===== src/rtl/core/hdt_pkg.sv =====
// Shared types, codes and helpers for the heartbeat deadline tracker.
// No dependencies; imported by every module of the block.
package hdt_pkg;

  localparam int unsigned TIME_W = 64;
  localparam int unsigned MS_W   = 32;
  // 4294967295 ms * 1e6 stays below 2^52, so a duration never saturates
  localparam int unsigned DUR_W  = 52;
  localparam int unsigned IDX_W  = 2;

  localparam logic [DUR_W-1:0]  NS_PER_MS = DUR_W'(1000000);
  localparam logic [TIME_W-1:0] ALL_ONES  = {TIME_W{1'b1}};

  typedef enum logic [1:0] {
    MODE_RECV  = 2'd0,
    MODE_PING  = 2'd1,
    MODE_CHECK = 2'd2,
    MODE_NONE  = 2'd3
  } mode_t;

  typedef enum logic [1:0] {
    ACT_WAIT       = 2'd0,
    ACT_SEND_PING  = 2'd1,
    ACT_HB_EXPIRED = 2'd2,
    ACT_RX_EXPIRED = 2'd3
  } action_t;

  typedef enum logic [IDX_W-1:0] {
    REG_PING_INTERVAL  = 2'd0,
    REG_REPLY_TIMEOUT  = 2'd1,
    REG_SILENCE_TIMEOUT = 2'd2,
    REG_UNUSED         = 2'd3
  } reg_idx_t;

  // Durations in ns, precomputed from the millisecond registers
  typedef struct packed {
    logic [DUR_W-1:0] ping_period_ns;
    logic [DUR_W-1:0] reply_ns;
    logic [DUR_W-1:0] silence_ns;
    logic             interval_zero;
    logic             reply_zero;
    logic             silence_inf;
  } dur_t;

  // Saturating time + duration; a carry out pins the result at all ones
  function automatic logic [TIME_W-1:0] sat_add(input logic [TIME_W-1:0] t,
                                                input logic [DUR_W-1:0]  d);
    logic [TIME_W:0] sum;
    sum = {1'b0, t} + (TIME_W+1)'(d);
    return sum[TIME_W] ? ALL_ONES : sum[TIME_W-1:0];
  endfunction

endpackage


===== src/rtl/core/hdt_cfg.sv =====
// Configuration registers of the heartbeat deadline tracker.
// Scales each millisecond setting to ns at write time. Depends on hdt_pkg.
module hdt_cfg (
  input  logic                     clk,
  input  logic                     rst_n,
  input  logic                     cfg_we,
  input  logic [hdt_pkg::IDX_W-1:0] cfg_index,
  input  logic [hdt_pkg::MS_W-1:0] cfg_wdata,
  output hdt_pkg::dur_t            dur
);
  import hdt_pkg::*;

  dur_t             dur_r;
  logic [DUR_W-1:0] prod;
  logic             wzero;

  // One 32 x 20 multiply, registered with the setting
  assign prod  = DUR_W'(cfg_wdata) * NS_PER_MS;
  assign wzero = (cfg_wdata == '0);

  always_ff @(posedge clk) begin
    if (!rst_n) begin
      dur_r.ping_period_ns <= '0;
      dur_r.reply_ns       <= '0;
      dur_r.silence_ns     <= '0;
      dur_r.interval_zero  <= 1'b1;
      dur_r.reply_zero     <= 1'b1;
      dur_r.silence_inf    <= 1'b1;
    end else if (cfg_we) begin
      case (reg_idx_t'(cfg_index))
        REG_PING_INTERVAL: begin
          dur_r.ping_period_ns <= prod;
          dur_r.interval_zero  <= wzero;
        end
        REG_REPLY_TIMEOUT: begin
          dur_r.reply_ns   <= prod;
          dur_r.reply_zero <= wzero;
        end
        REG_SILENCE_TIMEOUT: begin
          dur_r.silence_ns  <= prod;
          dur_r.silence_inf <= wzero;
        end
        default: ;
      endcase
    end
  end

  assign dur = dur_r;

endmodule


===== src/rtl/core/hdt_eval.sv =====
// Deadline state and per-event decision logic of the heartbeat tracker.
// Holds the three deadlines; depends on hdt_pkg.
module hdt_eval (
  input  logic                      clk,
  input  logic                      rst_n,
  input  logic                      fire,
  input  hdt_pkg::mode_t            mode,
  input  logic [hdt_pkg::TIME_W-1:0] now_ns,
  input  hdt_pkg::dur_t             dur,
  output hdt_pkg::action_t          action,
  output logic [hdt_pkg::TIME_W-1:0] wait_until_ns
);
  import hdt_pkg::*;

  logic [TIME_W-1:0] ping_due_r, ping_due_nxt;
  logic [TIME_W-1:0] reply_due_r, reply_due_nxt;
  logic [TIME_W-1:0] silence_due_r, silence_due_nxt;
  logic [TIME_W-1:0] ping_rearm, reply_arm, silence_rearm;
  logic [TIME_W-1:0] min_pr;

  assign ping_rearm    = sat_add(now_ns, dur.ping_period_ns);
  assign reply_arm     = sat_add(now_ns, dur.reply_ns);
  assign silence_rearm = dur.silence_inf ? ALL_ONES : sat_add(now_ns, dur.silence_ns);

  // Deadline updates for receive and ping events
  always_comb begin
    ping_due_nxt    = ping_due_r;
    reply_due_nxt   = reply_due_r;
    silence_due_nxt = silence_due_r;
    case (mode)
      MODE_RECV: begin
        ping_due_nxt    = ping_rearm;
        reply_due_nxt   = ALL_ONES;
        silence_due_nxt = silence_rearm;
      end
      MODE_PING: begin
        ping_due_nxt = ping_rearm;
        if (reply_due_r == ALL_ONES && !dur.reply_zero) begin
          reply_due_nxt = reply_arm;
        end
      end
      default: ;
    endcase
  end

  always_ff @(posedge clk) begin
    if (!rst_n) begin
      ping_due_r    <= ALL_ONES;
      reply_due_r   <= ALL_ONES;
      silence_due_r <= ALL_ONES;
    end else if (fire) begin
      ping_due_r    <= ping_due_nxt;
      reply_due_r   <= reply_due_nxt;
      silence_due_r <= silence_due_nxt;
    end
  end

  // Check decision in priority order, earliest deadline on wait
  assign min_pr = (reply_due_r < ping_due_r) ? reply_due_r : ping_due_r;

  always_comb begin
    wait_until_ns = '0;
    if (dur.interval_zero) begin
      action = ACT_RX_EXPIRED;
    end else if (reply_due_r <= now_ns) begin
      action = ACT_HB_EXPIRED;
    end else if (silence_due_r <= now_ns) begin
      action = ACT_RX_EXPIRED;
    end else if (ping_due_r <= now_ns) begin
      action = ACT_SEND_PING;
    end else begin
      action        = ACT_WAIT;
      wait_until_ns = (silence_due_r < min_pr) ? silence_due_r : min_pr;
    end
  end

endmodule


===== src/rtl/core/heartbeat_deadline_tracker.sv =====
// Top level of the heartbeat deadline tracker: input register, decision
// stage and result register. Depends on hdt_pkg, hdt_cfg and hdt_eval.
//
// Keepalive timer holding three ns deadlines (next ping, heartbeat reply,
// receive silence). Each request carries a mode in in_tuser and the current
// time in in_tdata. Receive (0) and ping (1) requests update the deadlines
// and give no result; check (2) requests give one result whose action is in
// out_tuser and, for a wait, the earliest deadline in out_tdata. Mode 3 is
// ignored. A request is registered on acceptance and evaluated from the
// input register into the result register; one request per cycle is taken
// sustained while no check waits on a full result register, combinational
// saturating adds and 64-bit compares setting the rate. Settings are scaled
// to ns by a multiplier at write time and take effect on the next request.
module heartbeat_deadline_tracker (
  input  logic        clk,
  input  logic        rst_n,
  // configuration write port
  input  logic        cfg_we,
  input  logic [1:0]  cfg_index,
  input  logic [31:0] cfg_wdata,
  // request channel
  input  logic        in_tvalid,
  output logic        in_tready,
  input  logic [63:0] in_tdata,   // [63:0] now_ns
  input  logic [1:0]  in_tuser,   // [1:0] mode
  // result channel
  output logic        out_tvalid,
  input  logic        out_tready,
  output logic [63:0] out_tdata,  // [63:0] wait_until_ns
  output logic [1:0]  out_tuser   // [1:0] action
);
  import hdt_pkg::*;

  dur_t              dur;
  logic              s1_valid_r;
  mode_t             s1_mode_r;
  logic [TIME_W-1:0] s1_now_r;
  logic              s1_is_check, out_free, s1_go;
  action_t           action;
  logic [TIME_W-1:0] wait_until_ns;
  logic              out_valid_r;
  action_t           out_action_r;
  logic [TIME_W-1:0] out_until_r;

  hdt_cfg u_cfg (
    .clk       (clk),
    .rst_n     (rst_n),
    .cfg_we    (cfg_we),
    .cfg_index (cfg_index),
    .cfg_wdata (cfg_wdata),
    .dur       (dur)
  );

  // Stage handshake: only a check needs room in the result register
  assign s1_is_check = (s1_mode_r == MODE_CHECK);
  assign out_free    = !out_valid_r || out_tready;
  assign s1_go       = s1_valid_r && (!s1_is_check || out_free);
  assign in_tready   = !s1_valid_r || s1_go;

  // Input register
  always_ff @(posedge clk) begin
    if (!rst_n) begin
      s1_valid_r <= 1'b0;
    end else if (in_tready) begin
      s1_valid_r <= in_tvalid;
    end
  end

  always_ff @(posedge clk) begin
    if (in_tready && in_tvalid) begin
      s1_mode_r <= mode_t'(in_tuser);
      s1_now_r  <= in_tdata;
    end
  end

  hdt_eval u_eval (
    .clk           (clk),
    .rst_n         (rst_n),
    .fire          (s1_go),
    .mode          (s1_mode_r),
    .now_ns        (s1_now_r),
    .dur           (dur),
    .action        (action),
    .wait_until_ns (wait_until_ns)
  );

  // Result register
  always_ff @(posedge clk) begin
    if (!rst_n) begin
      out_valid_r <= 1'b0;
    end else if (s1_go && s1_is_check) begin
      out_valid_r <= 1'b1;
    end else if (out_tready) begin
      out_valid_r <= 1'b0;
    end
  end

  always_ff @(posedge clk) begin
    if (s1_go && s1_is_check) begin
      out_action_r <= action;
      out_until_r  <= wait_until_ns;
    end
  end

  assign out_tvalid = out_valid_r;
  assign out_tdata  = out_until_r;
  assign out_tuser  = out_action_r;

endmodule


===== config.mk =====
export PLATFORM = sky130hd
export DESIGN_NAME = heartbeat_deadline_tracker
export DESIGN_NICKNAME = d
export VERILOG_FILES = /design/src/rtl/core/hdt_pkg.sv /design/src/rtl/core/hdt_cfg.sv /design/src/rtl/core/hdt_eval.sv /design/src/rtl/core/heartbeat_deadline_tracker.sv
export SDC_FILE = /design/constraint.sdc
export NUM_CORES = 2
export LEC_CHECK = 0
export ABC_AREA = 1
export BUFFER_PORTS_ARGS = -buffer_cell sky130_fd_sc_hd__buf_2
export CORE_AREA = 4 4 312 283
export CTS_CLUSTER_DIAMETER = 80
export DETAILED_ROUTE_END_ITERATION = 10
export DIE_AREA = 0 0 316 287
export PLACE_DENSITY = 0.73
export REMOVE_ABC_BUFFERS = 1
export SYNTH_ARGS = -nofsm -noshare
export SYNTH_HDL_FRONTEND = slang
export SYNTH_SLANG_ARGS = --single-unit

===== constraint.sdc =====
create_clock -name clk -period 7 [get_ports clk]
set_input_delay 1.05 -clock clk [delete_from_list [all_inputs] [get_ports clk]]
set_output_delay 1.05 -clock clk [all_outputs]
set_load 0.05 [all_outputs]

-- After elaboration in Yosys (flattened, before gate mapping)
Cells that the tools add are included.
- add/sub/neg operators: 3
- multipliers: 1
- divide/modulo/power cells: 0
- magnitude comparators: 5
- equality and inequality tests: 6
- shifts and indexed selects: 0
- mux-type cells: 13
- bitwise operators: 0
- reductions and logical operators: 25
- operators by type and width (operator ; count):
    two-way mux 64 bit ; 7
    adder 64 x 52 -> 65 bit ; 3
    less-or-equal comparator 64 bit ; 3
    less-than comparator 64 bit ; 2
    case mux 64 bit (2 select lines) ; 1
    equality test 64 bit (second input constant) ; 1
    multiplier 32 x 14 -> 46 bit (second input constant) ; 1
    zero test 32 bit ; 1
    AND reduction 2 bit ; 5
    two-way mux 1 bit ; 5
    equality test 2 x 1 -> 1 bit (second input constant) ; 2
    equality test 2 bit (second input constant) ; 2
    logical AND 1 bit ; 4
    zero test 1 bit ; 4
    zero test 2 bit ; 2
    nonzero test 2 bit ; 2
    OR reduction 4 bit ; 1
    logical OR 1 bit ; 3
    AND reduction 3 bit ; 1
    OR reduction 3 bit ; 1
    inequality test 2 x 1 -> 1 bit (second input constant) ; 1
    OR reduction 2 bit ; 1
- register bits after elaboration: 467
- latch bits: 0
- memory bits (writable): 0
- bits in read-only memories: 0
- input port bits: 105
- output and inout bits: 68
- word-level logic and storage cells: 69
- memories: 0

-- Logic depth before layout (Yosys ltp)
- depth in word-level cells: 6
- gate-level depth with buffers: 36
- mapped depth without buffers: 32

-- Modules after synthesis
A second synthesis with hierarchy kept.
- cell total of the unflattened synthesis: 6217
- area total of the unflattened synthesis: 44863.0 µm²
- by module, submodules not included (module ; times used ; cells each ; area an instance (µm²) ; seq. area each (µm²)):
    hdt_eval ; 1 ; 4176 ; 26875.8 ; 3843.7
    hdt_cfg ; 1 ; 1892 ; 13902.1 ; 2822.7
    heartbeat_deadline_tracker ; 1 ; 149 ; 4085.2 ; 4003.8

-- Worst setup path before layout
OpenSTA, ideal clock, no wires.
- path kind: input-to-reg
- start point: input port cfg_wdata[5]
- end point: register u_cfg.dur_r, in the netlist u_cfg.dur[38]
- library setup time: 58 ps
- arrival time: 6096 ps
- required time: 6942 ps
- path slack: 846 ps
- cell stages on the path: 23
- path buffers: 1
- path through: inv_1 -> fa_1 -> inv_1 -> fa_1 -> fa_1 -> fa_1 -> ha_1 -> inv_1 -> fa_1 -> inv_1 -> ha_1 -> clkbuf_1 -> nand2_1 -> nor2_1 -> inv_1 -> nor3_1 -> a21oi_1 -> o31ai_1 -> a21boi_0 -> or2_2 -> nand3_1 -> o211ai_1 -> inv_1
- word-level cells in the longest chain between the ends: 1
- RTL lines (element ; RTL line ; text):
    start, declared ; heartbeat_deadline_tracker.sv:20 ; input logic [31:0] cfg_wdata,
    multiplier 32 x 14 -> 46 bit ; hdt_cfg.sv:18 ; assign prod = DUR_W'(cfg_wdata) * NS_PER_MS;
    end, declared ; hdt_cfg.sv:13 ; dur_t dur_r;
No other way between the ends.
A chain may end at the register's enable or synchronous reset.

-- Worst setup path in the final report
- start point: input port cfg_wdata[4]
- end point: register u_cfg.dur_r, in the netlist u_cfg.dur[157]
Same word-level chain as after synthesis.

==> impl_results.md <==
- Number of warnings reported in the yosys synthesis log: 0
- TritonCTS clock tree: built
- Initial antenna violation count: 1
- Max-cap violations: 0
- First-iteration detailed-routing DRC count: slightly below 4000
- Post-route cell area: 46220 um^2
- Number of buffers on the longest clock path: 3
- Slack of the critical path: 0.6881 ns
- Post-synth EDFFs: 132
- Routed WL per cell: between 20 and 25 um
- Worst hold margin: around 0.47 ns
- Part of the Yosys area used for sequential elements: ~25%
- Number of clock buffers inserted by TritonCTS: 56
- Average footprint of a synthesized cell: around 7.6 um^2
- Total of fill cells in the finished design: just over 8000
- Fraction of power spent switching nets: about 49%
- Half-perimeter wire length of the detailed placement result: around 120000 um
- Detail Route Antenna Nets: 0
- CORE AREA: about 85000 um^2
- Comb power frac: about three fifths
- # rows: between 100 and 150
- Global-route usage over all layers: a little under a third
- Instance area at placement: 44210 um^2
- Count of state elements after synthesis: approximately 470
- Die Y-Extent: 287 um
- Upper clock frequency limit: about 160 MHz
- Area delta synth->final: 9.698%
- Pwr per Cell Area: approximately 340 nW/um^2
- Num ports: around 170
- # setup viols final: 0
- Largest vdd supply drop: roughly 480 uV
- Port Buf Inserts: about 170
- Initial Util: 49.35%
- Prevailing post-synth register cell: dfxtp_1
- Die X: roughly 320 um
- Result of the run: complete, no violations
- Number of max-slew violations in the final report: 0
- First-pass GRT wire length: around 220000 um
- Inst Count DP: a little under 7000
- Cell variety after synth: 66
- Transition time of the tightest slew-check pin: 1.132 ns
- Asr flop ratio synth: 0%
- Number of global-route vias before repair: about 38000
- Largest driver fanout on the critical path: 6
- Worst clock skew: 0.02833 ns
- Ant. Diodes: 0
- Worst skew pair latency: 0.66 ns
- Fin cells: just under 7000
- Tcrit/Tclk final: about nine tenths
- Share of cells above drive strength 1: 7.025%
- Mapped cell area: roughly 42000 um^2
- Static leakage: approximately 23 nW
- Endpoint required time on the critical path: roughly 7.6 ns
- Residual DRC: 0
- Critical path data arrival time: ~6.9 ns
- Total overflow reported by the global router: 0
- Number of instances resized during post-cts repair: 0
- Reg-to-reg slack, setup: 1.25 ns
- Final nets: about 6500
- Via density per instance: ~5.8
- Clock network power share: approximately 20%
- Reg power frac: around a fifth
- Reported net switching power: roughly 0.0078 W
- Buffer cell driving the clock tree root: clkbuf_16
- Hold Vio Cnt, Final: 0
- Iteration count of the initial detailed-routing pass: 6
- Count of buffers added by post-CTS timing repair for setup: 0
- Maximum number of pins on one net before global-route repair: between 90 and 100
- RSZ-0062 raised after global routing: no
- H-tree Lvls: 2
- Hold-fix buffer count after cts: 0
- Worst Setup Slack post-DPL: around 0.040 ns
- Capturing element type of the critical path: flop
- Worst setup path class: in -> reg
- Final Wtd Congestion: 0.9903
- Element type at the critical path start: primary input
- Clock transition at the registers of the reported paths: ~0.06 ns
- Vias: 39677
- Final routed wirelength across all metal layers: ~150000 um
- Worst rel slew slack: between 20% and 30%
- Cells after Synth: roughly 5500
- Clock sink total: 467
- Total Die Area: 90690 um^2
- Path type of the worst min-delay path: reg -> reg
- Min Tclk post-route: 6.312 ns
- Internal Dissipation: 0.008018 W
- Setup Total Neg Slack: 0 ns
[flip-flops by register name, summed over array words and instances (netlist names)]
name                  cells
s1_now_r                 64
out_tuser                 2
u_eval.ping_due_r        64
out_tdata                64
u_cfg.dur               141
s1_valid_r                1
u_eval.silence_due_r     64
out_tvalid                1
s1_mode_r                 2
u_eval.reply_due_r       64
[layer usage]
layer  GRT usage [%]  vias up  part of all wire (%)
li1                -    19031                     -
met3           4.744      237                   9.0
met1           45.38    18702                    44
met5               0        -                     0
met4           10.03        0                   3.5
met2           49.45     1707                    43
[power by group through the flow]
stage	registers [W]	logic, W	clock network (W)
4_1_cts	0.00315	0.00940	0.00321
2_1_floorplan	0.00314	0.00631	0
3_3_place_gp	0.00321	0.00929	0
5_1_grt	0.00318	0.0106	0.00332
6_report	0.00317	0.00949	0.00317
3_5_place_dp	0.00321	0.00933	0
[synth_stat cells, drive strengths merged (5+ instances only)]
library cell | count | area (um^2)
a21boi | 21 | 172.7
nand3 | 281 | 1411
a21oi | 478 | 2422
o221a | 6 | 67.56
nand3b | 10 | 75.07
nor3 | 44 | 236.5
edfxtp | 132 | 3964
clkbuf | 137 | 515.5
a31oi | 81 | 521.8
nor2 | 448 | 1687
fa | 138 | 2763
a211oi | 27 | 202.7
dfxtp | 335 | 6706
xor2 | 97 | 849.6
or2 | 17 | 106.4
nand2 | 764 | 2878
nor4b | 5 | 43.79
and3 | 5 | 31.28
inv | 939 | 3525
o21ai | 438 | 2215
nor4 | 23 | 150.1
ha | 625 | 7820
xnor2 | 71 | 621.9
o211ai | 191 | 1453
buf | 34 | 252.7
o21a | 31 | 232.7
o21bai | 28 | 214.0
nand4 | 69 | 431.7
a221oi | 5 | 43.79
a21o | 15 | 112.6
o221ai | 23 | 201.4
o2111ai | 8 | 70.07
[through the flow]
step,utilization [%],power [W]
3_3_place_gp,51.79,0.01250
2_1_floorplan,-,0.009448
5_1_grt,54.14,0.01712
3_5_place_dp,51.79,0.01254
4_1_cts,54.14,0.01576
6_report,54.14,0.01583
[path summary, 6_finish.rpt]
check | startpoint | to | cells past startpoint
min reg2reg | u_cfg.dur[67] | u_cfg.dur[67] | 2
max | cfg_wdata[4] | u_cfg.dur[157] | 25
min | u_cfg.dur[67] | u_cfg.dur[67] | 2
max reg2reg | u_eval.ping_due_r[63] | out_tdata[22] | 26
[critical path, stage by stage]
cell	delay (ns)
buf_2	0.14
inv_1	0.14
fa_1	0.56
inv_1	0.06
fa_1	0.51
fa_1	0.60
fa_1	0.43
ha_1	0.30
inv_1	0.05
fa_1	0.50
inv_1	0.05
ha_1	0.37
a21oi_1	0.15
inv_1	0.07
a31oi_1	0.13
inv_1	0.07
a21boi_0	0.15
o21ai_0	0.26
nand2_1	0.17
nand3_1	0.17
a221o_1	0.37
or2_2	0.31
nand3_1	0.08
o211ai_1	0.10
inv_1	0.09
[cell families after synthesis]
kind of cell / after synthesis / synth area share [%]
AO/OA/AOI/OAI: 1364 / 19.08
XOR/XNOR: 168 / 3.492
adder cells (fa/ha/maj): 763 / 25.12
buffers and inverters: 1113 / 10.21
flip-flops: 467 / 25.32
AND/OR/NAND/NOR: 1669 / 16.78
[layout make-up]
| cell class | count | area [um^2] | area share [%] |
|---|---|---|---|
| Clock inverter | 37 | 427.9 | 0.9257 |
| Inverter | 942 | 3540 | 7.658 |
| Multi-Input combinational cell | 3964 | 27230 | 58.91 |
| Tap cell | 1144 | 1431 | 3.097 |
| Clock buffer | 68 | 1580 | 3.419 |
| Sequential cell | 467 | 10670 | 23.08 |
| Timing Repair Buffer | 230 | 1343 | 2.904 |
[cells in the final DEF (no fill, tap or decap), types with 16 or more instances in the layout]
master / netlist / layout
xnor2_1: 71 / 71
edfxtp_1: 132 / 132
buf_4: 6 / 55
o21ai_0: 382 / 382
ha_1: 625 / 625
nand2_1: 762 / 760
nor4_1: 22 / 21
fa_1: 138 / 138
xor2_1: 97 / 97
nor2_1: 446 / 444
o221ai_1: 23 / 23
nand4_1: 69 / 69
o21ai_1: 50 / 50
nor3_1: 42 / 40
dfxtp_1: 335 / 335
o211ai_1: 189 / 189
a211oi_1: 27 / 27
buf_2: 4 / 171
a21oi_1: 472 / 472
a31oi_1: 80 / 79
o21a_1: 31 / 31
clkbuf_16: 0 / 59
inv_1: 930 / 927
nand3_1: 280 / 280
or2_2: 16 / 16
o21bai_1: 27 / 27
(Power assumes the default switching activity.)
